==> config.mk <==
export PLATFORM = sky130hd
export DESIGN_NAME = key_debounce_long_press_core
export DESIGN_NICKNAME = d
export VERILOG_FILES = /design/src/design/kdlp_pkg.sv /design/src/design/key_debounce_long_press_core.sv
export SDC_FILE = /design/constraint.sdc
export NUM_CORES = 1
export LEC_CHECK = 0
export ABC_CLOCK_PERIOD_IN_PS = 3700
export CORE_MARGIN = 8
export CORE_UTILIZATION = 59
export CTS_CLUSTER_DIAMETER = 60
export DETAILED_ROUTE_END_ITERATION = 10
export DONT_BUFFER_PORTS = 1
export GPL_TIMING_DRIVEN = 0
export MAX_ROUTING_LAYER = met4
export PLACE_DENSITY = 0.82
export SETUP_SLACK_MARGIN = 0.2
export SYNTH_ARGS = -nofsm -noshare
export SYNTH_HDL_FRONTEND = slang
export SYNTH_SLANG_ARGS = --single-unit
==> constraint.sdc <==
create_clock -name clk -period 3.7 [get_ports clk]
set_input_delay 0.185 -clock clk [delete_from_list [all_inputs] [get_ports clk]]
set_output_delay 0.185 -clock clk [all_outputs]
set_load 0.1 [all_outputs]
==> src/design/kdlp_pkg.sv <==
`timescale 1ns / 1ps
// ----------------------------------------------------------------------------
// kdlp_pkg
// Shared types and constants for the key debounce and long-press core.
// ----------------------------------------------------------------------------
package kdlp_pkg;

  // field and register widths
  localparam int TICK_W  = 8;
  localparam int STAB_W  = 8;
  localparam int THR_W   = 12;
  localparam int HOLD_W  = THR_W + 1;
  localparam int EV_W    = 2;
  localparam int CIDX_W  = 3;
  localparam int CDATA_W = 12;

  // register reset values
  localparam logic [TICK_W-1:0] PRESCALE_RST = 8'd5;
  localparam logic [STAB_W-1:0] DEBOUNCE_RST = 8'd8;
  localparam logic [THR_W-1:0]  LONG_RST     = 12'd300;
  localparam logic [THR_W-1:0]  TEST_RST     = 12'd400;

  // scan state
  typedef enum logic [1:0] {
    ST_IDLE     = 2'd0,
    ST_CHECK    = 2'd1,
    ST_DEBOUNCE = 2'd2,
    ST_HELD     = 2'd3
  } scan_state_t;

  // key event codes
  typedef enum logic [EV_W-1:0] {
    EV_SHORT   = 2'd0,
    EV_LONG    = 2'd1,
    EV_RELEASE = 2'd2,
    EV_TEST    = 2'd3
  } key_event_t;

  // configuration register indexes
  typedef enum logic [CIDX_W-1:0] {
    CFG_PRESCALE = 3'd0,
    CFG_DEBOUNCE = 3'd1,
    CFG_LONG     = 3'd2,
    CFG_TEST     = 3'd3
  } cfg_index_t;

endpackage

==> src/design/key_debounce_long_press_core.sv <==
`timescale 1ns / 1ps
// ----------------------------------------------------------------------------
// key_debounce_long_press_core
// Debounce and short/long/test press detector for one active-low key.
// ----------------------------------------------------------------------------
// Each input transaction is one base tick carrying the sampled key level. A
// prescaler runs one scan step every prescale_ticks ticks; the scan debounces
// press and release and reports short press, long press, test press and
// release-after-long-or-test events, at most one result transaction per tick.
// The core takes one tick per clock cycle while its output register is free
// or draining: the whole scan update is done in the accepting cycle and the
// event lands in a single output register, whose ready is passed back so a
// tick is taken in the same cycle the previous event is taken.
module key_debounce_long_press_core (
  input  logic                            clk,
  input  logic                            rst_n,
  // tick channel
  input  logic                            in_valid,
  output logic                            in_ready,
  input  logic                            in_key_level,
  // event channel
  output logic                            out_valid,
  input  logic                            out_ready,
  output logic [kdlp_pkg::EV_W-1:0]       out_key_event,
  // configuration write port
  input  logic                            cfg_we,
  input  logic [kdlp_pkg::CIDX_W-1:0]     cfg_index,
  input  logic [kdlp_pkg::CDATA_W-1:0]    cfg_wdata
);
  import kdlp_pkg::*;

  // configuration registers
  logic [TICK_W-1:0] prescale_r;
  logic [STAB_W-1:0] debounce_r;
  logic [THR_W-1:0]  long_thr_r;
  logic [THR_W-1:0]  test_thr_r;

  // scan state
  logic [TICK_W-1:0] tick_r,   tick_nxt;
  scan_state_t       state_r,  state_nxt;
  logic [STAB_W-1:0] stable_r, stable_nxt;
  logic [HOLD_W-1:0] hold_r,   hold_nxt;
  logic              long_seen_r, long_seen_nxt;

  // output register
  logic              out_valid_r;
  key_event_t        out_ev_r;

  logic              in_acc;
  logic              ev_fire;
  key_event_t        ev_code;
  logic [TICK_W-1:0] tick_inc;
  logic              scan_go;
  logic              pressed;
  logic [STAB_W-1:0] stable_inc;
  logic [HOLD_W-1:0] hold_inc;
  logic [HOLD_W-1:0] test_ext;
  logic [HOLD_W-1:0] long_ext;

  assign in_ready      = !out_valid_r || out_ready;
  assign in_acc        = in_valid && in_ready;
  assign out_valid     = out_valid_r;
  assign out_key_event = out_ev_r;

  // configuration writes
  always_ff @(posedge clk) begin
    if (!rst_n) begin
      prescale_r <= PRESCALE_RST;
      debounce_r <= DEBOUNCE_RST;
      long_thr_r <= LONG_RST;
      test_thr_r <= TEST_RST;
    end else if (cfg_we) begin
      unique case (cfg_index)
        CFG_PRESCALE: prescale_r <= cfg_wdata[TICK_W-1:0];
        CFG_DEBOUNCE: debounce_r <= cfg_wdata[STAB_W-1:0];
        CFG_LONG:     long_thr_r <= cfg_wdata[THR_W-1:0];
        CFG_TEST:     test_thr_r <= cfg_wdata[THR_W-1:0];
        default: ;
      endcase
    end
  end

  // prescaler and scan step
  always_comb begin
    pressed    = !in_key_level;
    tick_inc   = (tick_r == {TICK_W{1'b1}}) ? tick_r : tick_r + 1'b1;
    scan_go    = (tick_inc >= prescale_r);
    stable_inc = stable_r + 1'b1;
    hold_inc   = hold_r + 1'b1;
    test_ext   = {1'b0, test_thr_r};
    long_ext   = {1'b0, long_thr_r};

    tick_nxt      = scan_go ? '0 : tick_inc;
    state_nxt     = state_r;
    stable_nxt    = stable_r;
    hold_nxt      = hold_r;
    long_seen_nxt = long_seen_r;
    ev_fire       = 1'b0;
    ev_code       = EV_SHORT;

    if (scan_go) begin
      unique case (state_r)
        ST_IDLE: begin
          stable_nxt    = '0;
          long_seen_nxt = 1'b0;
          hold_nxt      = HOLD_W'(1);
          state_nxt     = ST_CHECK;
        end
        ST_CHECK: begin
          if (pressed) begin
            stable_nxt = '0;
            state_nxt  = ST_DEBOUNCE;
          end
        end
        ST_DEBOUNCE: begin
          if (pressed) begin
            stable_nxt = stable_inc;
            if (stable_inc >= debounce_r) begin
              stable_nxt = '0;
              state_nxt  = ST_HELD;
            end
          end else begin
            state_nxt = ST_IDLE;
          end
        end
        ST_HELD: begin
          if (pressed) begin
            stable_nxt = '0;
            // hold counter stops once past the test threshold
            if (hold_r <= test_ext) begin
              hold_nxt = hold_inc;
              if (hold_inc > test_ext) begin
                ev_fire = 1'b1;
                ev_code = EV_TEST;
              end else if (hold_inc > long_ext && !long_seen_r) begin
                long_seen_nxt = 1'b1;
                ev_fire       = 1'b1;
                ev_code       = EV_LONG;
              end
            end
          end else begin
            stable_nxt = stable_inc;
            if (stable_inc >= debounce_r) begin
              stable_nxt = '0;
              state_nxt  = ST_IDLE;
              ev_fire    = 1'b1;
              ev_code    = (long_seen_r || hold_r > test_ext) ? EV_RELEASE : EV_SHORT;
            end
          end
        end
        default: ;
      endcase
    end
  end

  // state registers
  always_ff @(posedge clk) begin
    if (!rst_n) begin
      tick_r      <= '0;
      state_r     <= ST_IDLE;
      stable_r    <= '0;
      hold_r      <= '0;
      long_seen_r <= 1'b0;
    end else if (in_acc) begin
      tick_r      <= tick_nxt;
      state_r     <= state_nxt;
      stable_r    <= stable_nxt;
      hold_r      <= hold_nxt;
      long_seen_r <= long_seen_nxt;
    end
  end

  // event output register
  always_ff @(posedge clk) begin
    if (!rst_n) begin
      out_valid_r <= 1'b0;
    end else if (in_acc && ev_fire) begin
      out_valid_r <= 1'b1;
    end else if (out_ready) begin
      out_valid_r <= 1'b0;
    end
  end

  always_ff @(posedge clk) begin
    if (in_acc && ev_fire) begin
      out_ev_r <= ev_code;
    end
  end

  // checks
  a_stall_only_on_full: assert property (@(posedge clk) disable iff (!rst_n)
    !in_ready |-> out_valid_r)
    else $error("input stalled with empty output register");

  a_hold_bounded: assert property (@(posedge clk) disable iff (!rst_n)
    hold_r <= HOLD_W'(1 << THR_W))
    else $error("hold counter past saturation");

  a_event_lands: assert property (@(posedge clk) disable iff (!rst_n)
    (in_acc && ev_fire) |=> (out_valid_r && out_ev_r == $past(ev_code)))
    else $error("event not captured in output register");

  a_release_to_idle: assert property (@(posedge clk) disable iff (!rst_n)
    (in_acc && ev_fire && (ev_code == EV_SHORT || ev_code == EV_RELEASE))
      |=> state_r == ST_IDLE)
    else $error("release event without return to idle");

endmodule

# --- After elaboration in Yosys (flattened, before gate mapping) ---
# Index checks and enable logic that the tools add are counted.
op_classes:
  addsub: 3
  multipliers: 0
  div_mod_pow: 0
  n_lt_le_gt_ge: 6
  n_eq_ne: 16
  n_shift: 0
  muxes: 36
  n_bitwise: 0
  n_reduce_logical: 20
ops:
  columns: ["op", "count"]
  rows:
  - ["8-bit 2-to-1 mux", 6]
  - ["13-bit by 12-bit greater-than comparator with 1-bit output", 3]
  - ["8-bit case mux with 4 select lines", 1]
  - ["13-bit 2-to-1 mux", 2]
  - ["13-bit case mux with 2 select lines", 1]
  - ["2-bit 2-to-1 mux", 10]
  - ["8-bit by 1-bit adder with 8-bit output (second input constant)", 2]
  - ["8-bit greater-or-equal comparator", 2]
  - ["2-bit inequality test (second input constant)", 8]
  - ["1-bit 2-to-1 mux", 14]
  - ["13-bit by 1-bit adder with 13-bit output (second input constant)", 1]
  - ["13-bit by 12-bit less-or-equal comparator with 1-bit output", 1]
  - ["2-bit AND reduction", 5]
  - ["8-bit equality test (second input constant)", 1]
  - ["2-bit case mux with 4 select lines", 1]
  - ["7-bit AND reduction", 1]
  - ["3-bit by 2-bit equality test with 1-bit output (second input constant)", 2]
  - ["6-bit AND reduction", 1]
  - ["5-bit AND reduction", 1]
  - ["2-bit equality test (second input constant)", 2]
  - ["4-bit AND reduction", 1]
  - ["2-bit nonzero test", 2]
  - ["3-bit by 1-bit equality test with 1-bit output (second input constant)", 1]
  - ["1-bit logical AND", 3]
  - ["7 further kinds", 9]
totals:
  ff_bits: 75
  latch_bits: 0
  mem_bits_rw: 0
  mem_bits_ro: 0
  input_bits: 21
  out_inout_bits: 4
  elab_cells: 92
  n_memories: 0

# --- Logic depth before layout (Yosys ltp) ---
# Gate-level depths: netlist of the first run.
depth:
  ltp_word: 11
  depth_mapped: 15
  ltp_nobuf: 13

# --- Worst setup path after synthesis of the first run ---
# OpenSTA, ideal clock, no wires.
synth_timing:
  path_kind: "reg-to-reg"
  startpoint: "reg out_valid_r, in the netlist out_valid"
  endpoint: "reg out_ev_r[0], in the netlist out_key_event[0] (enable)"
  setup_time_ns: 0.322
  arrival_time_ns: 3.091
  required_ns: 3.378
  slack_ns: 0.287
  path_stages_with_launch: 8
  path_buffers: 1
  period_less_slack_ns: 3.413
  cell_sequence: "dfxtp_1 -> nand2b_1 -> nand2_1 -> nor2_1 -> nand2_1 -> or4_1 -> buf_2 -> o21ai_1"
synth_between:
  elab_chain_len: 4
synth_rtl:
  columns: ["element", "line", "source"]
  rows:
  - ["from (decl)", "key_debounce_long_press_core.sv:46", "logic out_valid_r;"]
  - ["from (signal assigned)", "key_debounce_long_press_core.sv:176", "out_valid_r <= 1'b0;"]
  - ["from (signal assigned)", "key_debounce_long_press_core.sv:178", "out_valid_r <= 1'b1;"]
  - ["from (signal assigned)", "key_debounce_long_press_core.sv:180", "out_valid_r <= 1'b0;"]
  - ["1-bit zero test", "key_debounce_long_press_core.sv:60", "assign in_ready = !out_valid_r || out_ready;"]
  - ["1-bit logical OR", "key_debounce_long_press_core.sv:60", null]
  - ["net in_ready", "key_debounce_long_press_core.sv:19", "output logic in_ready,"]
  - ["1-bit logical AND", "key_debounce_long_press_core.sv:61", "assign in_acc = in_valid && in_ready;"]
  - ["1-bit logical AND", "key_debounce_long_press_core.sv:185", "if (in_acc && ev_fire) begin"]
  - ["to (signal assigned)", "key_debounce_long_press_core.sv:186", "out_ev_r <= ev_code;"]
  - ["to (decl)", "key_debounce_long_press_core.sv:47", "key_event_t out_ev_r;"]
# The timed path passes the listed nets, and every way through them passes these cells.
# A chain may end at the register's enable or synchronous reset.

# --- Final worst setup path of the first run ---
layout_timing:
  startpoint: "reg hold_r[2]"
  endpoint: "reg out_valid_r, in the netlist out_valid"
layout_between:
  elab_chain_len: 11
  elab_cells_between_ends: 14
  cone_classes: "add/sub: 1; order compare: 3; mux: 7; reduce/logical: 3"
layout_rtl:
  columns: ["element", "line", "source"]
  rows:
  - ["from (decl)", "key_debounce_long_press_core.sv:42", "logic [HOLD_W-1:0] hold_r, hold_nxt;"]
  - ["from (signal assigned)", "key_debounce_long_press_core.sv:168", "hold_r <= hold_nxt;"]
  - ["13-bit by 1-bit adder with 13-bit output", "key_debounce_long_press_core.sv:89", "hold_inc = hold_r + 1'b1;"]
  - ["13-bit by 12-bit greater-than comparator with 1-bit output", "key_debounce_long_press_core.sv:135", "end else if (hold_inc > long_ext && !long_seen_r) begin"]
  - ["1-bit logical AND", "key_debounce_long_press_core.sv:135", null]
  - ["1-bit 2-to-1 mux", "key_debounce_long_press_core.sv:135", null]
  - ["1-bit 2-to-1 mux", "key_debounce_long_press_core.sv:132", "if (hold_inc > test_ext) begin"]
  - ["1-bit 2-to-1 mux (*)", "key_debounce_long_press_core.sv:130", "if (hold_r <= test_ext) begin"]
  - ["1-bit 2-to-1 mux (*)", "key_debounce_long_press_core.sv:127", "if (pressed) begin"]
  - ["1-bit 2-to-1 mux (*)", "key_debounce_long_press_core.sv:102", "unique case (state_r)"]
  - ["1-bit 2-to-1 mux (*)", "key_debounce_long_press_core.sv:101", "if (scan_go) begin"]
  - ["1-bit logical AND (*)", "key_debounce_long_press_core.sv:177", "end else if (in_acc && ev_fire) begin"]
  - ["1-bit 2-to-1 mux or 2-bit nonzero test (tied branches)", null, null]
# Mark *: on every way between the ends. The rest lies on a longest branch, timed or not.

==> results of run 1 <==
## report_power, final
| part | leakage (µW) | internal (µW) | switching [µW] |
|---|---|---|---|
| clock network | 0.0000851 | 266 | 335 |
| registers | 0.000608 | 823 | 9.07 |
| logic | 0.00141 | 51.7 | 93.7 |
## cell type report
class	count	area, µm²
inverters	47	176.4
repair buffers	18	165.2
clock buffers	10	137.6
clock inverters	6	48.80
multi-input cells	455	2977
well taps	102	127.6
fillers	623	2437
plain buffers	23	92.59
flip-flops and latches	75	1525
## through the flow
| stage | utilization, % | TNS [ns] | power, µW |
|---|---|---|---|
| 2_1_floorplan | - | 0 | 938.1 |
| 3_3_place_gp | 62.43 | -0.4499 | 964.7 |
| 3_5_place_dp | 62.43 | -1.044 | 971.3 |
| 4_1_cts | 67.15 | 0 | 1581 |
| 5_1_grt | 68.29 | 0 | 1643 |
| 6_report | 68.29 | 0 | 1578 |
## cell usage in the layout (no fill, tap or decap), drive strengths merged, types with 6 or more instances in the layout
| cell | instances |
|---|---|
| clkbuf | 31 |
| nor3 | 14 |
| buf | 8 |
| o21ai | 21 |
| nor2 | 30 |
| nand4 | 13 |
| o21a | 7 |
| a21oi | 49 |
| dlygate4sd3 | 12 |
| ha | 56 |
| and3 | 11 |
| nand2 | 114 |
| dfxtp | 73 |
| xnor2 | 16 |
| o211ai | 12 |
| nand2b | 7 |
| and2 | 6 |
| nand3 | 28 |
| a22oi | 10 |
| inv | 48 |
## critical path: cells and delay by family (launching register included)
family | cells | cell delay (ns)
AOI/OAI and AO/OA | 4 | 0.68
xor gates and xnor gates | 1 | 0.29
adders and majority gates | 1 | 0.28
buffers and inverters | 2 | 0.34
DFF | 1 | 0.34
and+or+nand+nor | 7 | 1.37
## cells by family after synthesis
family	synth area share, %
simple gates	24.53
compound gates	17.65
flops	32.57
buf+inv	5.651
fa+ha+maj	15.00
xor+xnor	3.937
mux	0.6695
## final timing paths
path / startpoint / endpoint / slack, ns / cells after the start
max: hold_r[2]$_SDFFE_PN0P_ / out_valid$_SDFFE_PN0P_ / 0.31 / 15
min: rst_n / long_thr_r[4]$_SDFFE_PN0P_ / 0.04 / 2
max reg2reg: hold_r[2]$_SDFFE_PN0P_ / out_valid$_SDFFE_PN0P_ / 0.31 / 15
min reg2reg: prescale_r[5]$_SDFFE_PN0P_ / prescale_r[5]$_SDFFE_PN0P_ / 0.46 / 2
## sequential cells by signal (all words and copies together) (netlist names)
| name | count |
|---|---|
| debounce_r | 8 |
| out_valid | 1 |
| tick_r | 8 |
| state_r | 2 |
| hold_r | 13 |
| long_thr_r | 12 |
| stable_r | 8 |
| long_seen_r | 1 |
| out_key_event | 2 |
| prescale_r | 8 |
| test_thr_r | 12 |
## timing repair
| item | 4_1_cts | 5_1_grt |
|---|---|---|
| endpoints found under the setup margin | 19 | 30 |
| gates resized for setup | 11 | 18 |
| endpoints found under the hold margin | 40 | 0 |
| pin swaps | 3 | 7 |
| hold buffers | 12 | 0 |
| setup buffers | 2 | 4 |
## routing by layer
layer | up-vias | GRT usage [%] | wire length (µm)
met5 | - | - | 0
met2 | 142 | 38.42 | 5953
met4 | 0 | 14.68 | 574
met3 | 46 | 2.948 | 562
met1 | 2064 | 24.39 | 4934
li1 | 2170 | - | -
==> metrics.txt, run 1 <==
biggest area consumer among synthesized cells=dfxtp_1; launching element type of the critical path=flop; antenna cell count=0; data required time at the worst endpoint=3.96 ns; total congestion overflow after global routing=0; wire length of the first global-routing pass=19,900 µm; worst slew slack as a fraction of its limit=33.54%; proportion of register bits with asynchronous set or reset after synthesis=0%; setup repair after global routing missed its margin=true; placed cell count=702; power density normalized to cell area=300.6 nW/µm²; die boundary height=105.0 µm; cell with the most instances after synthesis=nand2_1; total die area=11,020 µm²; Worst Hold Margin=0.03960 ns; CTS tree=done; cell area after placement=4800 µm²; 1st-pass router iterations=5; detailed-route via count=4,422; Synth Flop Type=dfxtp_1; arrival time worst endpoint=3.64 ns; synthesis-stage register bit count=75; leading cell types by total area after synthesis=dfxtp_1 31%, ha_1 15%, nand2_1 9.2%; max-cap check violation count=0; Initial Util=60.77%; ordered cell list for the critical path=clkbuf_4 -> and4_4 -> and2_1 -> and3_1 -> buf_2 -> nand3_1 -> xnor2_2 -> ha_1 -> nand3_1 -> nor2_1 -> or4_4 -> o21ai_2 -> o21a_1 -> o21ai_2 -> o21a_1; maximum clock insertion buffer count=2; sequential cell area fraction in the yosys report=32.57%; initial antenna violation count=0; Final period util=91.51%; Max Clk Rate=295.3 MHz; cell count after synthesis=600; vias per cell=6.008; Leakage Power=0.002102 µW; DIE WIDTH=105.0 µm; total nets after synthesis=677; Layout area overhead=12.37%; most common library cells after synthesis=114 x nand2_1, 73 x dfxtp_1, 56 x ha_1, 49 x a21oi_1, 46 x inv_1; maximum clock skew at final layout=0.008191 ns; clk_lat worst skew=0.36 ns; pre-CTS WS=-0.2275 ns; number of endpoints with negative hold slack in the final report=0; First DRT Iteration DRCs=260; worst-path fanout max=8; post-layout min period=3.386 ns; TritonCTS buffer count=9; final worst slack=0.3141 ns; fraction of final layout cells sized beyond drive strength 1=8.044%; total global routing track utilization=22.61%; run status=completed; DR WL/cell=16.34 µm; Finish-stage setup viols=0; post-route cell area=5250 µm²; worst hold path class=in2reg; count of H-tree levels built during CTS=3; Peak supply drop=0.2297 mV; cell with the largest stage delay on the worst path=or4_4; Port-buffer cells=0; worst setup path class=reg2reg; total of warnings raised by yosys=0; synth unique cells=50; cell area after synthesis=4672 µm²; Slew Viols, Final=0; clock sink count=75; peak per-stage delay on the critical path=0.52 ns; area of the core=7687 µm²; Post-synth EDFFs=2; Worst setup EP type=flop; std cell rows=32; # DRC=0; Worst-path clk slew=0.09 ns; Final Net Count=706; count of placed standard cells in the final layout, fillers left out=736; syn_area_per_cell=7.787 µm²; I/O pin cnt=25; vias in the first global route=4,397; Post-Route WL=12,030 µm; detailed-placement wirelength estimate=8977 µm; Routed Antenna Nets=0; actual slew at the worst max-slew pin=0.9955 ns; maximum number of pins on one net before global-route repair=15; clock root buffer=clkbuf_8; Final GP Congestion=0.8871; share of Yosys cell area claimed by the top area cell type=31.28%
(Power assumes the default switching activity.)
==> inputs of run 2 (changes only) <==
--- a/config.mk
+++ b/config.mk
@@ -14,6 +14,7 @@
 export GPL_TIMING_DRIVEN = 0
 export MAX_ROUTING_LAYER = met4
 export PLACE_DENSITY = 0.82
+export RECOVER_POWER = 25
 export SETUP_SLACK_MARGIN = 0.2
 export SYNTH_ARGS = -nofsm -noshare
 export SYNTH_HDL_FRONTEND = slang
==> metrics.txt, run 2 (same netlist as run 1, synthesis figures left out) <==
Max Clk Rate=295.3 MHz; max-cap check violation count=0; clk_lat worst skew=0.36 ns; die boundary height=105.0 µm; Layout area overhead=12.37%; clock root buffer=clkbuf_8; Initial Util=60.77%; leading cell type in the layout, fill and taps excluded=nand2_1; DIE WIDTH=105.0 µm; routing layer with the top usage in global route=met2; DR WL/cell=16.29 µm; First DRT Iteration DRCs=262; std cell rows=32; endpoint of the worst hold-timing path=long_thr_r[4]$_SDFFE_PN0P_; CTS tree=done; Hold Startpoint=rst_n; power density normalized to cell area=300.6 nW/µm²; Worst setup EP type=flop; launching element type of the critical path=flop; detailed-route via count=4,423; actual slew at the worst max-slew pin=0.9955 ns; total congestion overflow after global routing=0; worst-path fanout max=8; met1 track utilization from global routing=24.39%; total global routing track utilization=22.61%; registers with the highest flip-flop counts=hold_r x13, long_thr_r x12, test_thr_r x12; most frequent cells in the layout=112 x nand2_1, 70 x dfxtp_1, 55 x ha_1; antenna cell count=0; wire length of the first global-routing pass=19,900 µm; worst reg2reg startpoint=hold_r[2]$_SDFFE_PN0P_; Filler cells=623; TritonCTS buffer count=9; data required time at the worst endpoint=3.96 ns; Routed Antenna Nets=0; total power=1578 µW; I/O pin cnt=25; Final Net Count=706; total die area=11,020 µm²; detailed-placement wirelength estimate=8977 µm; max FFs per register=13; worst slew slack as a fraction of its limit=33.54%; initial antenna violation count=0; Final GP Congestion=0.8871; maximum clock skew at final layout=0.007272 ns; worst hold path class=in2reg; area used by multi-input combinational logic=2977 µm²; Worst R2R Setup Slack=0.31 ns; # DRC=0; worst setup path class=reg2reg; Finish-stage setup viols=0; maximum clock insertion buffer count=2; final worst slack=0.3140 ns; Slew Viols, Final=0; pre-CTS WS=-0.2275 ns; cell depth of the worst flop-to-flop path=15; Peak supply drop=0.2298 mV; fraction of final layout cells sized beyond drive strength 1=8.044%; largest register by flop count=hold_r; arrival time worst endpoint=3.64 ns; count of H-tree levels built during CTS=3; run status=completed; vias in the first global route=4,397; Worst-path clk slew=0.08 ns; post-layout min period=3.386 ns; 1st-pass router iterations=4; number of endpoints with negative hold slack in the final report=0; maximum number of pins on one net before global-route repair=15; reg2reg end=out_valid$_SDFFE_PN0P_; vias per cell=6.010; clock sink count=75; Final period util=91.51%; global routing usage on met3=2.948%; setup repair after global routing missed its margin=true; hold-critical path depth=2; Post-Route WL=11,990 µm; Leakage Power=0.002100 µW; Port-buffer cells=0; Worst Hold Margin=0.04085 ns; area of the core=7687 µm²; met2 track demand over resource in global routing=38.42%; area used by sequential logic in the layout=1525 µm²
[run 2: cell type report]
cell class / count / area share [%]
Clock inverter: 6 / 0.9295
Tap cell: 102 / 2.431
Clock buffer: 10 / 2.622
Multi-Input combinational cell: 455 / 56.70
Sequential cell: 75 / 29.05
Inverter: 47 / 3.360
Timing Repair Buffer: 18 / 3.146
Buffer: 23 / 1.764
[run 2: how the worst max path moves through the flow]
stage / endpoint / slack (ns) / startpoint
global placement: out_valid$_SDFFE_PN0P_ / -0.12 / hold_r[2]$_SDFFE_PN0P_
CTS: out_valid$_SDFFE_PN0P_ / 0.18 / hold_r[2]$_SDFFE_PN0P_
floorplan: out_key_event[0]$_SDFFCE_PP0P_ / 0.29 / out_valid$_SDFFE_PN0P_
finish: out_valid$_SDFFE_PN0P_ / 0.31 / hold_r[2]$_SDFFE_PN0P_
global route: out_valid$_SDFFE_PN0P_ / 0.18 / hold_r[2]$_SDFFE_PN0P_
detailed placement: out_valid$_SDFFE_PN0P_ / -0.23 / hold_r[2]$_SDFFE_PN0P_
[run 2: repair_timing]
item,in CTS,in global routing
gates resized for setup,11,18
setup endpoints to repair,19,30
buffers inserted,2,4
endpoints found under the hold margin,40,0
pin swaps,3,7
hold buffers,12,0
[run 2: metrics by stage]
stage / cell area, µm² / utilization, % / setup TNS [ns] / std cells
final: 5250 / 68.29 / 0 / 736
after global routing: 5250 / 68.29 / 0 / 736
after CTS: 5162 / 67.15 / 0 / 732
after detailed placement: 4800 / 62.43 / -1.044 / 702
after global placement: 4800 / 62.43 / -0.4499 / 702
after floorplan: 4672 / - / 0 / 600
[run 2: metal layers]
metal	vias up	wire length (µm)
met5	-	0
met2	149	5911
met1	2055	4887
met4	0	571
li1	2173	-
met3	46	621
[run 2: report_power, final]
| part | total (µW) | internal (µW) | switching [µW] | leakage, µW |
|---|---|---|---|---|
| clock | 600 | 266 | 334 | 0.0000851 |
| combinational | 145 | 51.6 | 93.7 | 0.00141 |
| sequential | 832 | 823 | 9.07 | 0.000608 |
| total | 1580 | 1140 | 437 | 0.00210 |
[run 2: worst max-delay path, cell delays in order, from the launching register on]
cell	delay [ns]
dfxtp_1	0.34
clkbuf_4	0.18
and4_4	0.23
and2_1	0.15
and3_1	0.16
buf_2	0.16
nand3_1	0.13
xnor2_2	0.29
ha_1	0.28
nand3_1	0.11
nor2_1	0.07
or4_4	0.52
o21ai_2	0.24
o21a_1	0.18
o21ai_2	0.09
o21a_1	0.17
==> inputs of run 3 (changes only) <==
--- a/config.mk
+++ b/config.mk
@@ -5,6 +5,7 @@
 export SDC_FILE = /design/constraint.sdc
 export NUM_CORES = 1
 export LEC_CHECK = 0
+export ABC_AREA = 1
 export ABC_CLOCK_PERIOD_IN_PS = 3700
 export CORE_MARGIN = 8
 export CORE_UTILIZATION = 59
==> metrics.txt, run 3 <==
run status=completed; Finish-stage setup viols=0; initial antenna violation count=0; detailed-route via count=4,271; largest register by flop count=hold_r; max FFs per register=13; wire length of the first global-routing pass=18,980 µm; total congestion overflow after global routing=0; Worst setup EP type=flop; launching element type of the critical path=flop; DR WL/cell=15.32 µm; # hold bufs at CTS=8; antenna cell count=0; clk_lat worst skew=0.36 ns; synthesis-stage register bit count=75; most frequent cells in the layout=94 x inv_1, 87 x nand2_1, 73 x dfxtp_1; std cell rows=32; worst setup path class=reg2reg; Routed Antenna Nets=0; sum of negative setup slack=0 ns; post-layout min period=3.299 ns; cell area after synthesis=4715 µm²; fraction of final layout cells sized beyond drive strength 1=7.645%; area of the core=7727 µm²; Worst Hold Margin=0.02142 ns; Seq pwr share=48.6%; CTS tree=done; share of Yosys cell area claimed by the top area cell type=31.00%; Initial Util=61.01%; power density normalized to cell area=349.4 nW/µm²; detailed-placement wirelength estimate=8757 µm; combinational share of power=15.6%; total die area=11,110 µm²; Slew Viols, Final=0; leading cell type in the layout, fill and taps excluded=inv_1; syn_area_per_cell=7.483 µm²; cell count after synthesis=630; Switching Fraction=29.63%; die boundary height=105.4 µm; registers with the highest flip-flop counts=hold_r x13, long_thr_r x12, test_thr_r x12; most common library cells after synthesis=94 x inv_1, 87 x nand2_1, 73 x dfxtp_1, 71 x a21oi_1, 56 x ha_1; share of power burned in the clock network=35.8%; Layout area overhead=8.254%; Worst-path clk slew=0.09 ns; maximum clock skew at final layout=0.01861 ns; P_sw=528.3 µW; worst hold path class=in2reg; synth unique cells=40; total of warnings raised by yosys=0; DIE WIDTH=105.4 µm; Int Pwr=1255 µW; worst slew slack as a fraction of its limit=23.38%; Worst R2R Setup Slack=0.40 ns; Final GP Congestion=0.9158; number of endpoints with negative hold slack in the final report=0; Final Net Count=726; origin of the worst setup path=out_valid$_SDFFE_PN0P_; maximum number of pins on one net before global-route repair=15; Leakage Power=0.002405 µW; TritonCTS buffer count=9; I/O pin cnt=25; Hold Startpoint=cfg_wdata[9]; sequential cell area fraction in the yosys report=32.27%; total nets after synthesis=707; worst-path fanout max=10; 1st-pass router iterations=5; data required time at the worst endpoint=3.97 ns; Post-synth EDFFs=2; max-cap check violation count=0; First DRT Iteration DRCs=299; setup repair after global routing missed its margin=false; Final period util=89.18%; cell with the most instances after synthesis=inv_1; vias per cell=5.649; actual slew at the worst max-slew pin=1.140 ns; vias in the first global route=4,072; Max Clk Rate=303.1 MHz; proportion of register bits with asynchronous set or reset after synthesis=0%; Post-Route WL=11,580 µm; # resized after CTS=0; Port-buffer cells=0; count of H-tree levels built during CTS=3; number of buffers inserted by post-CTS setup repair=0; arrival time worst endpoint=3.57 ns; biggest area consumer among synthesized cells=dfxtp_1; total global routing track utilization=21.46%; # DRC=0; leading cell types by total area after synthesis=dfxtp_1 31%, ha_1 15%, a21oi_1 7.5%; clock root buffer=clkbuf_8; Synth Flop Type=dfxtp_1; clock sink count=75; maximum clock insertion buffer count=2; worst reg2reg startpoint=out_valid$_SDFFE_PN0P_; Peak supply drop=0.1690 mV
## run 3: cell families after synthesis
group	Yosys count	synth area share, %
compound gates	163	19.29
xor+xnor	20	3.716
fa+ha+maj	56	14.86
buf+inv	114	9.528
flops	75	32.27
simple gates	202	20.33
## run 3: final cells by class
cell class | count | area (µm²)
flip-flops and latches | 75 | 1521
well taps | 102 | 127.6
plain buffers | 15 | 75.07
fillers | 653 | 2624
multi-input cells | 441 | 2733
clock buffers | 10 | 127.6
inverters | 99 | 374.1
repair buffers | 8 | 80.08
clock inverters | 6 | 65.06
## run 3: stage by stage
| step | total power, µW | area [µm²] | instances | worst slack, ns | utilization [%] |
|---|---|---|---|---|---|
| floorplan | 1083 | 4715 | 630 | 0.7355 | - |
| finish | 1783 | 5104 | 756 | 0.4005 | 66.05 |
| CTS | 1784 | 5115 | 756 | 0.3828 | 66.19 |
| global placement | 1133 | 4842 | 732 | 0.4484 | 62.66 |
| global route | 1871 | 5104 | 756 | 0.2441 | 66.05 |
| detailed placement | 1147 | 4842 | 732 | 0.4277 | 62.66 |
## run 3: power groups by stage
stage	clock (µW)	combinational, µW	sequential (µW)
floorplan	0	205	878
global placement	0	250	883
detailed placement	0	262	885
CTS	643	275	866
global route	685	315	871
finish	639	278	867
## run 3: critical path, stage by stage (launching register included)
cell      delay [ns]
dfxtp_1         0.97
nand2_1         0.88
nand2_2         0.51
inv_1           0.13
nand2_4         0.13
inv_4           0.06
nand2_2         0.12
buf_6           0.15
a21oi_1         0.05
a211oi_1        0.19
## run 3: metal layers
layer  GRT usage [%]  part of all wire, %
met1           24.63                   42
met2           34.58                   48
met3           5.116                  7.0
met4           10.19                  2.8
met5               -                    0
## run 3: worst paths after layout
kind | to | depth (start not counted)
setup / recovery | stable_r[5]$_SDFFE_PN0P_ | 9
hold / removal | long_thr_r[9]$_SDFFE_PN0P_ | 2
setup reg to reg | stable_r[5]$_SDFFE_PN0P_ | 9
hold reg to reg | prescale_r[5]$_SDFFE_PN0P_ | 2
